[src/design/bbce_mod.sv]
// Multi-cycle unit that forms (a * b) mod MODULUS by reciprocal multiplication.
// Stand-alone; used by the blur top level to find line store row bases.
`default_nettype none

module bbce_mod #(
  parameter int unsigned A_W     = 13,
  parameter int unsigned B_W     = 12,
  parameter int unsigned MODULUS = 30720,
  parameter int unsigned RES_W   = $clog2(MODULUS)
) (
  input  wire logic             clk_i,
  input  wire logic             rst_ni,
  input  wire logic             start_i,
  input  wire logic [A_W-1:0]   a_i,
  input  wire logic [B_W-1:0]   b_i,
  output logic                  busy_o,
  output logic [RES_W-1:0]      res_o
);

  localparam int unsigned P_W   = A_W + B_W;
  localparam int unsigned CNT_W = 2;
  localparam logic [RES_W:0]   MOD_L = (RES_W + 1)'(MODULUS);
  localparam logic [P_W-1:0]   MOD_P = P_W'(MODULUS);
  // Reciprocal scaled by 2^P_W; the quotient estimate is at most one too small.
  localparam logic [P_W-1:0]   RECIP = P_W'((64'd1 << P_W) / 64'(MODULUS));

  localparam logic [CNT_W-1:0] ST_QUOT = 2'd3;
  localparam logic [CNT_W-1:0] ST_REM  = 2'd2;
  localparam logic [CNT_W-1:0] ST_FIX  = 2'd1;

  logic [P_W-1:0]   prod_q, prod_d;
  logic [P_W-1:0]   quo_q, quo_d;
  logic [RES_W:0]   rem_q, rem_d;
  logic [CNT_W-1:0] cnt_q, cnt_d;
  logic             busy_q, busy_d;
  logic [2*P_W-1:0] wide;

  // Product, quotient estimate, remainder, then one correcting subtraction.
  always_comb begin
    prod_d = prod_q;
    quo_d  = quo_q;
    rem_d  = rem_q;
    cnt_d  = cnt_q;
    busy_d = busy_q;
    wide   = (2 * P_W)'(prod_q) * (2 * P_W)'(RECIP);
    if (start_i) begin
      prod_d = P_W'(a_i) * P_W'(b_i);
      cnt_d  = ST_QUOT;
      busy_d = 1'b1;
    end else if (busy_q) begin
      case (cnt_q)
        ST_QUOT: begin
          quo_d = wide[2*P_W-1:P_W];
        end
        ST_REM: begin
          rem_d = (RES_W + 1)'(prod_q - P_W'(quo_q * MOD_P));
        end
        ST_FIX: begin
          if (rem_q >= MOD_L) begin
            rem_d = rem_q - MOD_L;
          end
          busy_d = 1'b0;
        end
        default: begin
          busy_d = 1'b0;
        end
      endcase
      cnt_d = cnt_q - 1'b1;
    end
  end

  // Control state.
  always_ff @(posedge clk_i or negedge rst_ni) begin
    if (!rst_ni) begin
      busy_q <= 1'b0;
      cnt_q  <= '0;
    end else begin
      busy_q <= busy_d;
      cnt_q  <= cnt_d;
    end
  end

  // Datapath.
  always_ff @(posedge clk_i) begin
    prod_q <= prod_d;
    quo_q  <= quo_d;
    rem_q  <= rem_d;
  end

  assign busy_o = busy_q;
  assign res_o  = rem_q[RES_W-1:0];

endmodule

`default_nettype wire

[config.mk]
export PLATFORM = sky130hd
export DESIGN_NAME = bbce_mod
export DESIGN_NICKNAME = d
export VERILOG_FILES = /design/src/design/bbce_mod.sv
export SDC_FILE = /design/constraint.sdc
export NUM_CORES = 1
export LEC_CHECK = 0
export ABC_CLOCK_PERIOD_IN_PS = 6600
export BUFFER_PORTS_ARGS = -buffer_cell sky130_fd_sc_hd__buf_2
export CAP_MARGIN = 25
export CORE_MARGIN = 2
export CORE_UTILIZATION = 45
export DETAILED_ROUTE_END_ITERATION = 12
export PLACE_DENSITY = 0.58
export SLEW_MARGIN = 30
export SYNTH_ARGS = -nofsm -noshare
export SYNTH_HDL_FRONTEND = slang
export SYNTH_SLANG_ARGS = --single-unit
[constraint.sdc]
create_clock -name clk_i -period 6.6 [get_ports clk_i]
set_input_delay 0.33 -clock clk_i [delete_from_list [all_inputs] [get_ports clk_i]]
set_output_delay 0.33 -clock clk_i [all_outputs]
set_load 0.05 [all_outputs]
==> metrics.yaml, run 1 <==
antenna_left: 0
final_cell_area_sq_um: 9510
row_count: 51
drive_above_1_share_pct: 5.73
synth_top_area_share_pct: 28.9
htreeDepth: 2
yosys-top-cells-count: "inv_1, ha_1, fa_1"
startpoint_type: "input port"
setup-tns-final_ns: 0
yosysTopAreaCell: "fa_1"
synth-xor-area-share_pct: 3.59
fillerInstances: 1909
cpMaxStageDelayCell: "fa_1"
core_area_sq_um: 19600
worst_ep_required_time_ns: 6.63
yosysWarningCount: 0
gp_congestion: 0.820
grt_pass1_vias: 6072
routed_wl_um: 16700
place_area_sq_um: 9340
synth_cell_types: 46
synth_mux_area_share_pct: 0.347
yosysMostFrequentCell: "inv_1"
grt_pass1_wl_um: 29700
rsz0062_at_grt: "false"
relSlewSlack_pct: 53.7
numPortBuffers: 43
synth_cells: 970
cts_tree: "yes"
die_area_sq_um: 21200
clock-root-buffer: "clkbuf_16"
ctsLongestPathBuffers: 2
antenna_found_initial: 0
cts_sinks: 49
post-route-period-util_pct: 82.6
hpwl_um: 14500
final_nets: 1274
synth_ff_type: "edfxtp_1"
antenna_cells: 0
synth-compound-area-share_pct: 6.44
hp-class: "in -> async"
max_freq_ghz: 0.183
synth_simple_gate_area_share_pct: 12.5
grt_max_degree: 28
boundaryPins: 44
setup_ws_ns: 1.15
yosys-top-cells-area: "fa_1, ha_1, edfxtp_1"
synth_seq_cells: 49
slowest_delay_ns: 0.54
critical_path.endpoint_type: "flop"
dr_total_vias: 5945
synth_nets: 1266
utilization_pct: 48.6
initial_core_util_pct: 46.0
critPathMaxFanout: 12
path_class: "in -> reg"
ys_seq_area_share_pct: 16.2
async_reset_ff_share_pct: 6.12
viasPerCell: 4.78
wl_per_cell_um: 13.5
drtPass1Iterations: 4
post_cts_buffers: 0
grt_remaining_overflow: 0
synthAdderAreaFrac_pct: 48.0
die_w_um: 146
outcome: "finished, final reports clean"
track_usage_pct: 16.9
worst_pin_slew_ns: 0.695
syn_to_final_growth_pct: 5.52
crit_chain: "buf_2, and2_1, fa_1, inv_1, fa_1, inv_1, fa_1, fa_1, inv_1, fa_1, inv_1, ha_1, and4_1, nand3_1, or3_1, a21boi_0, nor2_1, a21oi_1, mux2i_1, nand3_1"
clkTransAtPathRegs_ns: 0.06
fp.dieH_um: 146
crit_arrival_ns: 5.48
dp_slack_ns: 0.805
cts_made_buffers: 5
clock_skew_ns: 0.00624
drt-initial-drc-count: 185
synth-edff-count: 46
netlist_area_sq_um: 9010
syn_area_per_cell_sq_um: 9.29
cp_common_cell: "fa_1"
maxCapViolations: 0
drc: 0
synth_top_family_by_area: "adder cells"
min_period_ns: 5.45
clkLatencyLatePin_ns: 0.29
setup-violations-final: 0
maxSlewViolCount: 0
hold_viol: 0
==> kinds of logic after synthesis <==
kind of cell | after synthesis
and+or+nand+nor | 233
DFF | 49
AOI/OAI and AO/OA | 85
buffers and inverters | 295
muxes | 3
adders and majority gates | 268
xor gates and xnor gates | 37
==> routing by layer <==
layer / up-vias / share of wire [%] / wire length, um / track usage, %
met4: 0 / 0.60 / 100 / 2.45
met1: 2870 / 51 / 8540 / 25.0
li1: 2988 / - / - / -
met2: 81 / 46 / 7760 / 28.0
met5: - / 0 / 0 / 0
met3: 6 / 2.1 / 348 / 1.16
==> worst paths after layout <==
path,end,startpoint,slack [ns],cells after the start
min reg2reg,cnt_q[1]$_DFFE_PN0P_,busy_o$_DFF_PN0_,0.60,1
min,cnt_q[1]$_DFFE_PN0P_,rst_ni,0.36,2
max reg2reg,quo_q[3]$_DFFE_PP_,prod_q[9]$_DFFE_PP_,2.96,14
min in group clk_i,prod_q[0]$_DFFE_PP_,a_i[0],0.56,2
max in group asynchronous,cnt_q[0]$_DFFE_PN0P_,rst_ni,6.13,2
max,prod_q[23]$_DFFE_PP_,a_i[3],1.15,20
==> sequential cells by signal, summed over array words and instances, names as in the netlist <==
signal,count
prod_q,25
rem_q,16
quo_q,5
cnt_q,2
busy_o,1
==> cells in the final DEF (no fill, tap or decap), drive strengths merged, types with 5 or more instances in the layout <==
cell	count
xor2	7
inv	252
fa	130
ha	138
nand3	8
o21a	8
and2	58
edfxtp	46
a21o	8
nand2	111
nor3	6
o211ai	6
nor2b	12
o21ai	14
xnor2	30
a21oi	26
buf	43
clkbuf	5
nor2	16
and3	5
==> repair_timing <==
| action | CTS | global route |
|---|---|---|
| hold buffers | 1 | 0 |
| gates resized for setup | 0 | 0 |
| hold endpoints to repair | 3 | 0 |
==> stage by stage <==
stage	cells	hold WS, ns
2_1_floorplan	970	0.0344
3_3_place_gp	1235	0.127
3_5_place_dp	1235	0.129
4_1_cts	1243	0.352
5_1_grt	1243	0.373
6_report	1243	0.363
==> layout make-up <==
class                   count  area, sq um  share of cell area [%]
clock inverters             2         35.0                   0.368
flip-flops and latches     49         1460                    15.3
well taps                 265          332                    3.49
clock buffers               5          125                    1.32
inverters                 252          946                    9.94
multi-input cells         626         6390                    67.2
repair buffers             44          225                    2.37
==> critical path: cells and delay by family <==
kind / cells / cell delay (ns)
adders and majority gates: 6 / 2.95
and+or+nand+nor: 6 / 1.06
AOI/OAI and AO/OA: 2 / 0.57
buffers and inverters: 5 / 0.37
muxes: 1 / 0.21
Power of run 1 is left out: the tool's default activity adds up to more than one toggle a clock period on the data nets, which glitch-free logic cannot reach.
==> run 2, diff against run 1 <==
ABC_CLOCK_PERIOD_IN_PS = 5500   (was 6600)
clock period = 5.5 ns   (was 6.6 ns; I/O delays follow)
==> run 2 against run 1 <==
  * Count of clock-buffer cells in the layout unchanged
  * Critical path depth unchanged
  * Global-route usage decreased by 0.50 points
  * Routed wire length decreased by 1.1%
  * Sequential share of layout area decreased by 0.35 points
  * Core utilization increased by 1.1 points
  * Flip-flop and latch count unchanged
  * First-iteration DRC count decreased by 19%
  * Via count increased by 2.1%
  * Register-to-register slack got worse by 1.1 ns
  * Hold slack got worse by 0.049 ns
  * Clock skew increased by 0.0015 ns
==> metrics.yaml, run 2 (synthesized netlist as in run 1, its figures left out) <==
hold_viol: 0  # unchanged
max_freq_ghz: 0.197
cp-endpoint: "prod_q[23]$_DFFE_PP_"
rrSetupSlack_ns: 1.83  # -1.13 ns
drtPass1Iterations: 4  # unchanged
dr_total_vias: 6070  # +2.1%
routed_wl_um: 16600  # -1.1%
regArea_sq_um: 1460  # unchanged
crit_arrival_ns: 5.12  # -0.36 ns
worst_pin_slew_ns: 0.732  # +0.0374 ns
htreeDepth: 2  # unchanged
grt_busiest_layer: "met2"
clkTransAtPathRegs_ns: 0.07  # about the same
path_class: "in -> reg"
wl_per_cell_um: 13.0  # -3.3%
drive_above_1_share_pct: 8.44  # +2.7 points
antenna_left: 0  # unchanged
postCtsHoldBufs: 1  # unchanged
place_area_sq_um: 9550  # +2.2%
viasPerCell: 4.77  # -0.23%
clock_skew_ns: 0.00778  # +0.00154 ns
r2r-start: "prod_q[11]$_DFFE_PP_"
track_usage_pct: 16.4  # -0.50 points
relSlewSlack_pct: 51.2  # -2.5 points
hp-class: "in -> async"
min_period_ns: 5.08
grt_remaining_overflow: 0  # unchanged
post_cts_buffers: 0  # unchanged
rsz0062_at_grt: "false"
grt_pass1_vias: 6253  # +3.0%
antenna_found_initial: 0  # unchanged
drc: 0  # unchanged
cts_sinks: 49  # unchanged
final_cell_mix: "inv_1, ha_1, fa_1, nand2_1, and2_1"
largest-register: "prod_q"
r2r-end: "quo_q[3]$_DFFE_PP_"
outcome: "finished, final reports clean"
multi_input_area_sq_um: 6390  # unchanged
final_nets: 1302  # +2.2%
grtUsageMet3_pct: 1.19  # +0.031 points
critPathLaunch: "b_i[8]"
reg2reg_depth: 12  # -2
die_w_um: 146  # unchanged
die_area_sq_um: 21200  # unchanged
ctsLongestPathBuffers: 2  # unchanged
clkLatencyLatePin_ns: 0.29  # about the same
antenna_cells: 0  # unchanged
setup-tns-final_ns: 0  # unchanged
drt-initial-drc-count: 150  # -19%
final_cell_area_sq_um: 9730  # +2.3%
startpoint_type: "input port"
fp.dieH_um: 146  # unchanged
boundaryPins: 44  # unchanged
post-route-period-util_pct: 92.4
maxSlewViolCount: 0  # unchanged
clock-root-buffer: "clkbuf_16"
numPortBuffers: 43  # unchanged
critPathMaxFanout: 7  # -5
final_common_cell: "inv_1"
use_met1_pct: 22.7  # -2.3 points
setup-violations-final: 0  # unchanged
hpwl_um: 14500  # -0.33%
post_cts_resized: 0  # unchanged
largest_reg_flops: 25  # unchanged
gp_congestion: 0.827  # +0.84%
top_regs: "prod_q x25, rem_q x16, quo_q x5"
row_count: 51  # unchanged
grt.met2_usage_pct: 29.0  # +1.0 points
grt_max_degree: 28  # unchanged
core_area_sq_um: 19600  # unchanged
grt_pass1_wl_um: 29100  # -2.0%
cts_tree: "yes"
maxCapViolations: 0  # unchanged
syn_to_final_growth_pct: 7.98
initial_core_util_pct: 46.0  # unchanged
worst_ep_required_time_ns: 5.54  # -1.09 ns
cts_made_buffers: 5  # unchanged
critical_path.endpoint_type: "flop"
fillerInstances: 1888  # -1.1%
==> run 2: changes by cell type in the layout (fill, tap and decap cells not counted), sizes merged <==
cell | previous run | this run
clkinvlp | 0 | 1
buf | 43 | 71
==> run 2: how the worst min path moves through the flow <==
stage	from	end	slack, ns
3_3_place_gp	rst_ni	busy_o$_DFF_PN0_	0.07
4_1_cts	rst_ni	cnt_q[0]$_DFFE_PN0P_	0.30
3_5_place_dp	rst_ni	cnt_q[0]$_DFFE_PN0P_	0.07
5_1_grt	rst_ni	cnt_q[0]$_DFFE_PN0P_	0.32
6_report	rst_ni	cnt_q[0]$_DFFE_PN0P_	0.31
2_1_floorplan	rst_ni	busy_o$_DFF_PN0_	-0.02
==> run 2: critical path: stages <==
cell and delay [ns]:
buf_2 0.14, and2_1 0.16, fa_1 0.53, inv_1 0.05
fa_1 0.47, inv_1 0.05, fa_1 0.51, fa_1 0.55
inv_1 0.05, fa_1 0.52, inv_1 0.04, ha_1 0.28
and4_1 0.20, nand3_1 0.08, or3_1 0.35, a21boi_0 0.28
nor2_1 0.09, a21oi_1 0.21, mux2i_1 0.21, nand3_1 0.07
==> run 2: cell type report <==
type	count	share of cell area, %
clock buffer	5	1.29
clock inverter	3	0.476
inverter	252	9.72
multi-input combinational	626	65.7
sequential	49	15.0
tap	265	3.41
timing repair buffer	72	4.47
==> run 2: per-layer routing <==
| metal | part of all wire (%) | vias to the layer above | wire [um] |
|---|---|---|---|
| met2 | 48 | 82 | 7950 |
| met5 | 0 | - | 0 |
| li1 | - | 3040 | - |
| met4 | 0.69 | 0 | 115 |
| met3 | 2.3 | 6 | 384 |
| met1 | 49 | 2942 | 8120 |
==> run 2: stage by stage <==
step                setup WS, ns  utilization [%]  hold slack, ns  instances
global route               0.107             49.7           0.325       1272
floorplan                  0.151                -         -0.0206        970
finish                     0.419             49.7           0.314       1272
detailed placement        0.0320             48.8          0.0713       1263
CTS                        0.353             49.7           0.302       1272
global placement          0.0863             48.8          0.0728       1263
Power of run 2 is left out for the same reason.
